**config.mk**
```make
export PLATFORM = sky130hd
export DESIGN_NAME = postfix_expression_evaluator
export DESIGN_NICKNAME = d
export VERILOG_FILES = /design/src/hw/rtl/pfe_pkg.sv /design/src/hw/rtl/pfe_ctrl.sv /design/src/hw/rtl/pfe_dpath.sv /design/src/hw/rtl/postfix_expression_evaluator.sv
export SDC_FILE = /design/constraint.sdc
export NUM_CORES = 2
export LEC_CHECK = 0
export ABC_AREA = 1
export BUFFER_PORTS_ARGS = -buffer_cell sky130_fd_sc_hd__buf_2
export CAP_MARGIN = 20
export CORE_ASPECT_RATIO = 0.7
export CORE_MARGIN = 2
export CORE_UTILIZATION = 25
export CTS_CLUSTER_DIAMETER = 30
export DETAILED_ROUTE_END_ITERATION = 8
export SLEW_MARGIN = 5
export SYNTH_ARGS = -nofsm -noshare
export SYNTH_HDL_FRONTEND = slang
export SYNTH_HIERARCHICAL = 1
export SYNTH_SLANG_ARGS = --single-unit
```
**constraint.sdc**
```tcl
create_clock -name i_clk -period 16.55 [get_ports i_clk]
set_clock_uncertainty 0.15 [all_clocks]
set_input_delay 2.4825 -clock i_clk [delete_from_list [all_inputs] [get_ports i_clk]]
set_output_delay 2.4825 -clock i_clk [all_outputs]
set_load 0.005 [all_outputs]
```
**src/hw/rtl/pfe_pkg.sv**
```systemverilog
// ----------------------------------------------------------------------------
// pfe_pkg
// Shared types and constants of the postfix expression evaluator: stack
// sizing, token codes, operator codes, controller states and the command
// and status bundles between controller and datapath.
// ----------------------------------------------------------------------------
package pfe_pkg;

    localparam int STACK_DEPTH = 16;
    localparam int ADDR_W      = $clog2(STACK_DEPTH);
    localparam int CNT_W       = $clog2(STACK_DEPTH + 1);
    localparam int DATA_W      = 32;
    localparam int TOKEN_W     = 8;
    localparam int DIV_CNT_W   = $clog2(DATA_W);

    localparam logic [TOKEN_W-1:0] TOK_ADD  = 8'h2B;  // '+'
    localparam logic [TOKEN_W-1:0] TOK_SUB  = 8'h2D;  // '-'
    localparam logic [TOKEN_W-1:0] TOK_MUL  = 8'h2A;  // '*'
    localparam logic [TOKEN_W-1:0] TOK_DIV  = 8'h2F;  // '/'
    localparam logic [TOKEN_W-1:0] TOK_ZERO = 8'h30;  // '0'

    localparam logic [DATA_W-1:0] EMPTY_VALUE = '1;   // -1 on a pop from empty

    // result flag positions in tuser
    localparam int FLAG_UNDER = 0;
    localparam int FLAG_OVER  = 1;
    localparam int FLAG_DIVZ  = 2;
    localparam int FLAG_W     = 3;

    typedef enum logic [1:0] {
        OP_ADD = 2'd0,
        OP_SUB = 2'd1,
        OP_MUL = 2'd2,
        OP_DIV = 2'd3
    } t_op;

    typedef enum logic [8:0] {
        ST_IDLE  = 9'b000000001,
        ST_POP_R = 9'b000000010,
        ST_POP_L = 9'b000000100,
        ST_CAP_L = 9'b000001000,
        ST_ALU   = 9'b000010000,
        ST_DIV   = 9'b000100000,
        ST_PUSH  = 9'b001000000,
        ST_FIN   = 9'b010000000,
        ST_EMIT  = 9'b100000000
    } t_state;

    typedef struct packed {
        logic load;    // take the incoming item
        logic pop;     // read top of stack into the read register
        logic cap_r;   // latch right operand from the read register
        logic cap_l;   // latch left operand from the read register
        logic alu;     // compute result or start the divider
        logic push;    // push token value or ALU result
        logic emit;    // load output register, clear stack and flags
    } t_cmd;

    typedef struct packed {
        logic in_is_op;  // incoming token is an operator
        logic is_div;    // held token decodes as divide ('/' or a non-operator)
        logic last;      // held token ends the expression
        logic div_busy;  // divider iterating
        logic out_busy;  // output register holds an untaken result
    } t_sts;

    function automatic logic is_operator(input logic [TOKEN_W-1:0] tok);
        return (tok == TOK_ADD) || (tok == TOK_SUB) ||
               (tok == TOK_MUL) || (tok == TOK_DIV);
    endfunction

    function automatic t_op decode_op(input logic [TOKEN_W-1:0] tok);
        t_op op;
        case (tok)
            TOK_ADD: op = OP_ADD;
            TOK_SUB: op = OP_SUB;
            TOK_MUL: op = OP_MUL;
            default: op = OP_DIV;
        endcase
        return op;
    endfunction

endpackage

```
**src/hw/rtl/pfe_ctrl.sv**
```systemverilog
// ----------------------------------------------------------------------------
// pfe_ctrl
// Sequencer of the evaluator: steps an operator through pops, ALU or divider
// and push, other items to push; the last item adds final read and hand-off.
// ----------------------------------------------------------------------------
module pfe_ctrl (
    input  logic          i_clk,
    input  logic          i_rst_n,
    input  logic          i_valid,
    output logic          o_ready,
    input  pfe_pkg::t_sts i_sts,
    output pfe_pkg::t_cmd o_cmd
);

    pfe_pkg::t_state r_state;
    pfe_pkg::t_state n_state;

    always_ff @(posedge i_clk) begin
        if (!i_rst_n) begin
            r_state <= pfe_pkg::ST_IDLE;
        end else begin
            r_state <= n_state;
        end
    end

    assign o_ready = (r_state == pfe_pkg::ST_IDLE);

    always_comb begin
        n_state = r_state;
        o_cmd   = '0;
        case (r_state)
            pfe_pkg::ST_IDLE: begin
                if (i_valid) begin
                    o_cmd.load = 1'b1;
                    n_state    = i_sts.in_is_op ? pfe_pkg::ST_POP_R : pfe_pkg::ST_PUSH;
                end
            end
            pfe_pkg::ST_POP_R: begin
                o_cmd.pop = 1'b1;
                n_state   = pfe_pkg::ST_POP_L;
            end
            pfe_pkg::ST_POP_L: begin
                o_cmd.pop   = 1'b1;
                o_cmd.cap_r = 1'b1;
                n_state     = pfe_pkg::ST_CAP_L;
            end
            pfe_pkg::ST_CAP_L: begin
                o_cmd.cap_l = 1'b1;
                n_state     = pfe_pkg::ST_ALU;
            end
            pfe_pkg::ST_ALU: begin
                o_cmd.alu = 1'b1;
                n_state   = i_sts.is_div ? pfe_pkg::ST_DIV : pfe_pkg::ST_PUSH;
            end
            pfe_pkg::ST_DIV: begin
                if (!i_sts.div_busy) begin
                    n_state = pfe_pkg::ST_PUSH;
                end
            end
            pfe_pkg::ST_PUSH: begin
                o_cmd.push = 1'b1;
                n_state    = i_sts.last ? pfe_pkg::ST_FIN : pfe_pkg::ST_IDLE;
            end
            pfe_pkg::ST_FIN: begin
                o_cmd.pop = 1'b1;
                n_state   = pfe_pkg::ST_EMIT;
            end
            pfe_pkg::ST_EMIT: begin
                if (!i_sts.out_busy) begin
                    o_cmd.emit = 1'b1;
                    n_state    = pfe_pkg::ST_IDLE;
                end
            end
            default: begin
                n_state = pfe_pkg::ST_IDLE;
            end
        endcase
    end

endmodule

```
**src/hw/rtl/pfe_dpath.sv**
```systemverilog
// ----------------------------------------------------------------------------
// pfe_dpath
// Datapath of the evaluator: stack memory and count, error flags, operand
// registers, add/sub/multiply, shift-subtract divider and output register.
// ----------------------------------------------------------------------------
module pfe_dpath (
    input  logic                          i_clk,
    input  logic                          i_rst_n,
    input  logic [pfe_pkg::TOKEN_W-1:0]   i_token,
    input  logic                          i_last,
    input  pfe_pkg::t_cmd                 i_cmd,
    output pfe_pkg::t_sts                 o_sts,
    output logic                          o_out_valid,
    input  logic                          i_out_ready,
    output logic [pfe_pkg::DATA_W-1:0]    o_value,
    output logic [pfe_pkg::FLAG_W-1:0]    o_flags
);

    localparam int DW = pfe_pkg::DATA_W;

    logic [DW-1:0] r_mem [pfe_pkg::STACK_DEPTH];

    logic [pfe_pkg::CNT_W-1:0]   r_count;
    logic                        r_under;
    logic                        r_over;
    logic                        r_divz;

    logic [pfe_pkg::TOKEN_W-1:0] r_token;
    logic                        r_last;
    logic                        r_is_op;
    pfe_pkg::t_op                r_op;

    logic [DW-1:0]               r_rd_data;
    logic                        r_rd_empty;
    logic [DW-1:0]               r_a;
    logic [DW-1:0]               r_b;
    logic [DW-1:0]               r_res;

    logic                        r_div_busy;
    logic [pfe_pkg::DIV_CNT_W-1:0] r_div_cnt;
    logic [DW-1:0]               r_dvsr;
    logic [DW-1:0]               r_rem;
    logic [DW-1:0]               r_quo;
    logic                        r_neg;

    logic                        r_out_valid;
    logic [DW-1:0]               r_out_value;
    logic [pfe_pkg::FLAG_W-1:0]  r_out_flags;

    logic [DW-1:0]               rd_val;
    logic [DW-1:0]               alu_res;
    logic [DW-1:0]               mag_a;
    logic [DW-1:0]               mag_b;
    logic [DW:0]                 rem_sh;
    logic [DW:0]                 rem_diff;
    logic [DW-1:0]               quo_next;
    logic [DW-1:0]               rem_next;
    logic [DW-1:0]               push_val;
    logic                        stack_empty;
    logic                        stack_full;

    assign stack_empty = (r_count == '0);
    assign stack_full  = (r_count >= pfe_pkg::CNT_W'(pfe_pkg::STACK_DEPTH));
    assign rd_val      = r_rd_empty ? pfe_pkg::EMPTY_VALUE : r_rd_data;

    assign mag_a = r_a[DW-1] ? (DW'(0) - r_a) : r_a;
    assign mag_b = r_b[DW-1] ? (DW'(0) - r_b) : r_b;

    always_comb begin
        case (r_op)
            pfe_pkg::OP_ADD: alu_res = r_a + r_b;
            pfe_pkg::OP_SUB: alu_res = r_a - r_b;
            pfe_pkg::OP_MUL: alu_res = r_a * r_b;
            default:         alu_res = '0;
        endcase
    end

    // one restoring step per cycle
    assign rem_sh   = {r_rem, r_quo[DW-1]};
    assign rem_diff = rem_sh - {1'b0, r_dvsr};
    assign quo_next = {r_quo[DW-2:0], ~rem_diff[DW]};
    assign rem_next = rem_diff[DW] ? rem_sh[DW-1:0] : rem_diff[DW-1:0];

    assign push_val = r_is_op ? r_res
                              : DW'(r_token) - DW'(pfe_pkg::TOK_ZERO);

    // stack memory: one write, one registered read
    always_ff @(posedge i_clk) begin
        if (i_cmd.push && !stack_full) begin
            r_mem[r_count[pfe_pkg::ADDR_W-1:0]] <= push_val;
        end
        if (i_cmd.pop) begin
            r_rd_data <= r_mem[pfe_pkg::ADDR_W'(r_count - 1'b1)];
        end
    end

    // control state
    always_ff @(posedge i_clk) begin
        if (!i_rst_n) begin
            r_count     <= '0;
            r_under     <= 1'b0;
            r_over      <= 1'b0;
            r_divz      <= 1'b0;
            r_div_busy  <= 1'b0;
            r_out_valid <= 1'b0;
        end else begin
            if (r_out_valid && i_out_ready) begin
                r_out_valid <= 1'b0;
            end
            if (i_cmd.pop) begin
                if (stack_empty) begin
                    r_under <= 1'b1;
                end else begin
                    r_count <= r_count - 1'b1;
                end
            end
            if (i_cmd.push) begin
                if (stack_full) begin
                    r_over <= 1'b1;
                end else begin
                    r_count <= r_count + 1'b1;
                end
            end
            if (i_cmd.alu && r_op == pfe_pkg::OP_DIV) begin
                if (mag_b == '0) begin
                    r_divz <= 1'b1;
                end else begin
                    r_div_busy <= 1'b1;
                end
            end
            if (r_div_busy && r_div_cnt == '1) begin
                r_div_busy <= 1'b0;
            end
            if (i_cmd.emit) begin
                r_out_valid <= 1'b1;
                r_count     <= '0;
                r_under     <= 1'b0;
                r_over      <= 1'b0;
                r_divz      <= 1'b0;
            end
        end
    end

    // payload
    always_ff @(posedge i_clk) begin
        if (i_cmd.load) begin
            r_token <= i_token;
            r_last  <= i_last;
            r_is_op <= pfe_pkg::is_operator(i_token);
            r_op    <= pfe_pkg::decode_op(i_token);
        end
        if (i_cmd.pop) begin
            r_rd_empty <= stack_empty;
        end
        if (i_cmd.cap_r) begin
            r_b <= rd_val;
        end
        if (i_cmd.cap_l) begin
            r_a <= rd_val;
        end
        if (i_cmd.alu) begin
            if (r_op == pfe_pkg::OP_DIV) begin
                r_res     <= '0;
                r_dvsr    <= mag_b;
                r_quo     <= mag_a;
                r_rem     <= '0;
                r_neg     <= r_a[DW-1] ^ r_b[DW-1];
                r_div_cnt <= '0;
            end else begin
                r_res <= alu_res;
            end
        end
        if (r_div_busy) begin
            r_quo     <= quo_next;
            r_rem     <= rem_next;
            r_div_cnt <= r_div_cnt + 1'b1;
            if (r_div_cnt == '1) begin
                r_res <= r_neg ? (DW'(0) - quo_next) : quo_next;
            end
        end
        if (i_cmd.emit) begin
            r_out_value <= rd_val;
            r_out_flags[pfe_pkg::FLAG_UNDER] <= r_under;
            r_out_flags[pfe_pkg::FLAG_OVER]  <= r_over;
            r_out_flags[pfe_pkg::FLAG_DIVZ]  <= r_divz;
        end
    end

    assign o_sts.in_is_op = pfe_pkg::is_operator(i_token);
    assign o_sts.is_div   = (r_op == pfe_pkg::OP_DIV);
    assign o_sts.last     = r_last;
    assign o_sts.div_busy = r_div_busy;
    assign o_sts.out_busy = r_out_valid;

    assign o_out_valid = r_out_valid;
    assign o_value     = r_out_value;
    assign o_flags     = r_out_flags;

endmodule

```
**src/hw/rtl/postfix_expression_evaluator.sv**
```systemverilog
// ----------------------------------------------------------------------------
// postfix_expression_evaluator
// Evaluates postfix expressions one character per item on a 16-entry stack.
// ----------------------------------------------------------------------------
// Each accepted item is one character: + - * / apply to the two top entries
// (left op right, 32-bit wrap, division truncating toward zero), any other
// byte is pushed as its code minus 48. A division by a nonzero divisor runs
// through the 32-step shift-subtract divider, and no new item is taken
// until the current one is done. An item with tlast adds a final read, then
// the top value (-1 if empty) and the error flags leave through an output
// register, and the stack and flags clear. The next item is taken while a
// result waits, but a second result waits until the first has been taken.
module postfix_expression_evaluator (
    input  logic        i_clk,
    input  logic        i_rst_n,
    input  logic        s_axis_tvalid,
    output logic        s_axis_tready,
    input  logic [7:0]  s_axis_tdata,   // [7:0] token
    input  logic        s_axis_tlast,   // last
    output logic        m_axis_tvalid,
    input  logic        m_axis_tready,
    output logic [31:0] m_axis_tdata,   // [31:0] value
    output logic [2:0]  m_axis_tuser    // [0] underflow_seen, [1] overflow_seen,
                                        // [2] div_zero_seen
);

    pfe_pkg::t_cmd cmd;
    pfe_pkg::t_sts sts;

    pfe_ctrl u_ctrl (
        .i_clk   (i_clk),
        .i_rst_n (i_rst_n),
        .i_valid (s_axis_tvalid),
        .o_ready (s_axis_tready),
        .i_sts   (sts),
        .o_cmd   (cmd)
    );

    pfe_dpath u_dpath (
        .i_clk       (i_clk),
        .i_rst_n     (i_rst_n),
        .i_token     (s_axis_tdata),
        .i_last      (s_axis_tlast),
        .i_cmd       (cmd),
        .o_sts       (sts),
        .o_out_valid (m_axis_tvalid),
        .i_out_ready (m_axis_tready),
        .o_value     (m_axis_tdata),
        .o_flags     (m_axis_tuser)
    );

endmodule

```
==> flow_metrics.tcl <==
set metrics [dict create \
    path_buf_inv 5 \
    hold_ws_ns 0.335 \
    die_w_microns 565 \
    finalWirelength_microns 179000 \
    avgSynthCellArea_sq_um 9.36 \
    synthesis.nets 6509 \
    ys_seq_area_frac 0.432 \
    routabilityCongestion 0.978 \
    syn_inst 5887 \
    critPathKind "reg -> reg" \
    async_reset_ff_frac 0 \
    min_period_ns 7.84 \
    critPathSlowestCell "edfxtp_1" \
    cts_buffer_depth 3 \
    rsz0062_at_grt "false" \
    layout_commonest_cell "nand2_1" \
    globalRouteOverflowTotal 0 \
    cts_tree "yes" \
    finalCritPeriodShare 0.474 \
    power_mw 6.43 \
    outcome "finished, final reports clean" \
    fp.dieArea_sq_mm 0.224 \
    path_clk_slew_ns 0.04 \
    finalSetupViolations 0 \
    grt_max_degree 98 \
    cts_hold_buf 0 \
    synth_flop_cell "edfxtp_1" \
    vias_per_cell 4.74 \
    start_kind "register" \
    yosysWarnings 6 \
    dp.final_hpwl_microns 126000 \
    clock-sinks 809 \
    num_vias 42600 \
    most-common-layout-cells "1117 x nand2_1, 1005 x inv_1, 758 x edfxtp_1" \
    cp.required_ns 17.03 \
    io_pins 50 \
    first_global_vias 41100 \
    min_path_type "reg -> reg" \
    grt_pass1_wl_microns 267000 \
    powerDensity_mw_per_mm2 100 \
    first_pass_iters 6 \
    layoutNonFillerInstCount 8970 \
    yosys-top-cells-area "edfxtp_1 41%, fa_1 15%, nand2_1 7.6%" \
    cp_slowest_stage_delay_ns 1.13 \
    synth-edff-count 758 \
    fmax_mhz 128 \
    hold_viol_final 0 \
    antenna_found_initial 12 \
    track_usage 0.159 \
    drive_above_1_share 0.0989 \
    synth_top_area_frac 0.413 \
    io_buffers 49 \
    power_leakage_nw 27.4 \
    clock_latency_ns 0.77 \
    fp-row-count 144 \
    ir_drop_uv 96.6 \
    crit_path_frequent_cell "fa_1" \
    cts_max_level 4 \
    report.final.slew_viol_count 0 \
    synth_area_leader_cell "edfxtp_1" \
    endpoint_kind "register" \
    core_area_sq_mm 0.219 \
    worstPathMaxFanout 25 \
    pre_cts_ws_ns 8.79 \
    cp.arrival_ns 8.32 \
    fin_setup_tns_ns 0 \
    dpl.cell_count 8674 \
    cts_root_buffer "clkbuf_16" \
    fp.dieH_microns 397 \
    setup_slack_ns 8.71 \
    cts_made_buffers 155 \
    synth_area_sq_mm 0.0551 \
    cap_violations 0 \
    start_util 0.251 \
    cts_setup_buffers 0 \
    cp_top_family "adder cells" \
    num-nets-final 6536 \
    ant_nets 0 \
    cts-resized-gates 0 \
    drt_iter0_markers 5382 \
    synth-seq-cells 809 \
    slew_headroom 0.110 \
    drc_errors 0 \
    ys_types 62 \
    detail_route.wl_per_cell_microns 20.0 \
    synthToLayoutAreaGrowth_pct 16.7 \
    tightestPinTransition_ns 1.32 \
]
## flip-flops by register name (all words and copies together), names as in the netlist
signal and cells:
u_dpath/o_out_valid 1, u_dpath/r_neg 1, u_dpath/r_is_op 1, u_dpath/o_value 32
u_dpath/r_rem 32, u_dpath/r_quo 32, u_dpath/r_divz 1, u_dpath/r_under 1
u_dpath/r_last 1, u_dpath/r_mem 512, u_dpath/r_token 8, u_dpath/r_count 5
u_dpath/r_div_cnt 5, u_dpath/r_dvsr 32, u_dpath/r_a 32, u_dpath/r_div_busy 1
u_dpath/r_op 2, u_dpath/r_rd_data 32, u_dpath/r_rd_empty 1, u_dpath/o_flags 3
u_dpath/r_res 32, u_dpath/r_b 32, u_ctrl/r_state 9, u_dpath/r_over 1
## Yosys cell counts (53+ instances only)
| library cell | number |
|---|---|
| fa_1 | 410 |
| clkbuf_1 | 191 |
| o21ai_0 | 429 |
| nor2_1 | 505 |
| o221ai_1 | 53 |
| ha_1 | 199 |
| inv_1 | 1007 |
| mux2i_1 | 80 |
| nand3_1 | 172 |
| nor3_1 | 65 |
| a21oi_1 | 245 |
| nand2_1 | 1117 |
| edfxtp_1 | 758 |
## power breakdown
part / switching (mW) / internal (mW)
combinational: 0.575 / 0.209
sequential: 0.0257 / 2.38
clock: 1.16 / 2.08
## layer usage
metal,GRT usage,vias up,routed length [microns]
li1,-,19300,-
met1,0.239,20900,82200
met2,0.220,2083,72100
met3,0.0418,210,20800
met4,0.0431,0,3980
met5,0,-,0
## tightest hold or removal path, cell delays in order, from the launching register on
cell and delay [ns]:
dfxtp_1 0.31, nand2_1 0.07, a32oi_1 0.05
## layout make-up
cell class                 instances  area [sq um]
antenna                            4          10.0
timing repair buffer             167          1130
multi-input combinational       3751         26400
clock buffer                     176          4000
sequential                       809         23800
fill                           22700        155000
inverter                        1030          3880
clock inverter                   113          1440
tap                             2920          3650
## stage by stage
stage               instance area (sq um)  utilization
finish                              64300        0.293
global route                        64300        0.293
CTS                                 64300        0.293
detailed placement                  58800        0.268
global placement                    58800        0.268
floorplan                           55100            -
## path summary, 6_finish.rpt
| kind | slack (ns) | startpoint | end | depth (start not counted) |
|---|---|---|---|---|
| max | 8.71 | u_dpath/r_a[14] | u_dpath/r_res[26] | 29 |
| min | 0.33 | u_dpath/r_res[5] | u_dpath/r_res[5] | 2 |
| max reg2reg | 8.71 | u_dpath/r_a[14] | u_dpath/r_res[26] | 29 |
| min reg2reg | 0.33 | u_dpath/r_res[5] | u_dpath/r_res[5] | 2 |
## logic make-up (layout without fill, tap and decap cells)
| kind of cell | Yosys count | after routing | synth area share |
|---|---|---|---|
| multiplexers | 80 | 80 | 0.0145 |
| adder cells (fa/ha/maj) | 609 | 609 | 0.194 |
| AO/OA/AOI/OAI | 950 | 950 | 0.0983 |
| XOR/XNOR | 79 | 79 | 0.0126 |
| flip-flops | 809 | 809 | 0.432 |
| other | 0 | 4 | 0 |
| buffers and inverters | 1327 | 1486 | 0.0924 |
| AND/OR/NAND/NOR | 2033 | 2033 | 0.156 |
(Power assumes the default switching activity.)
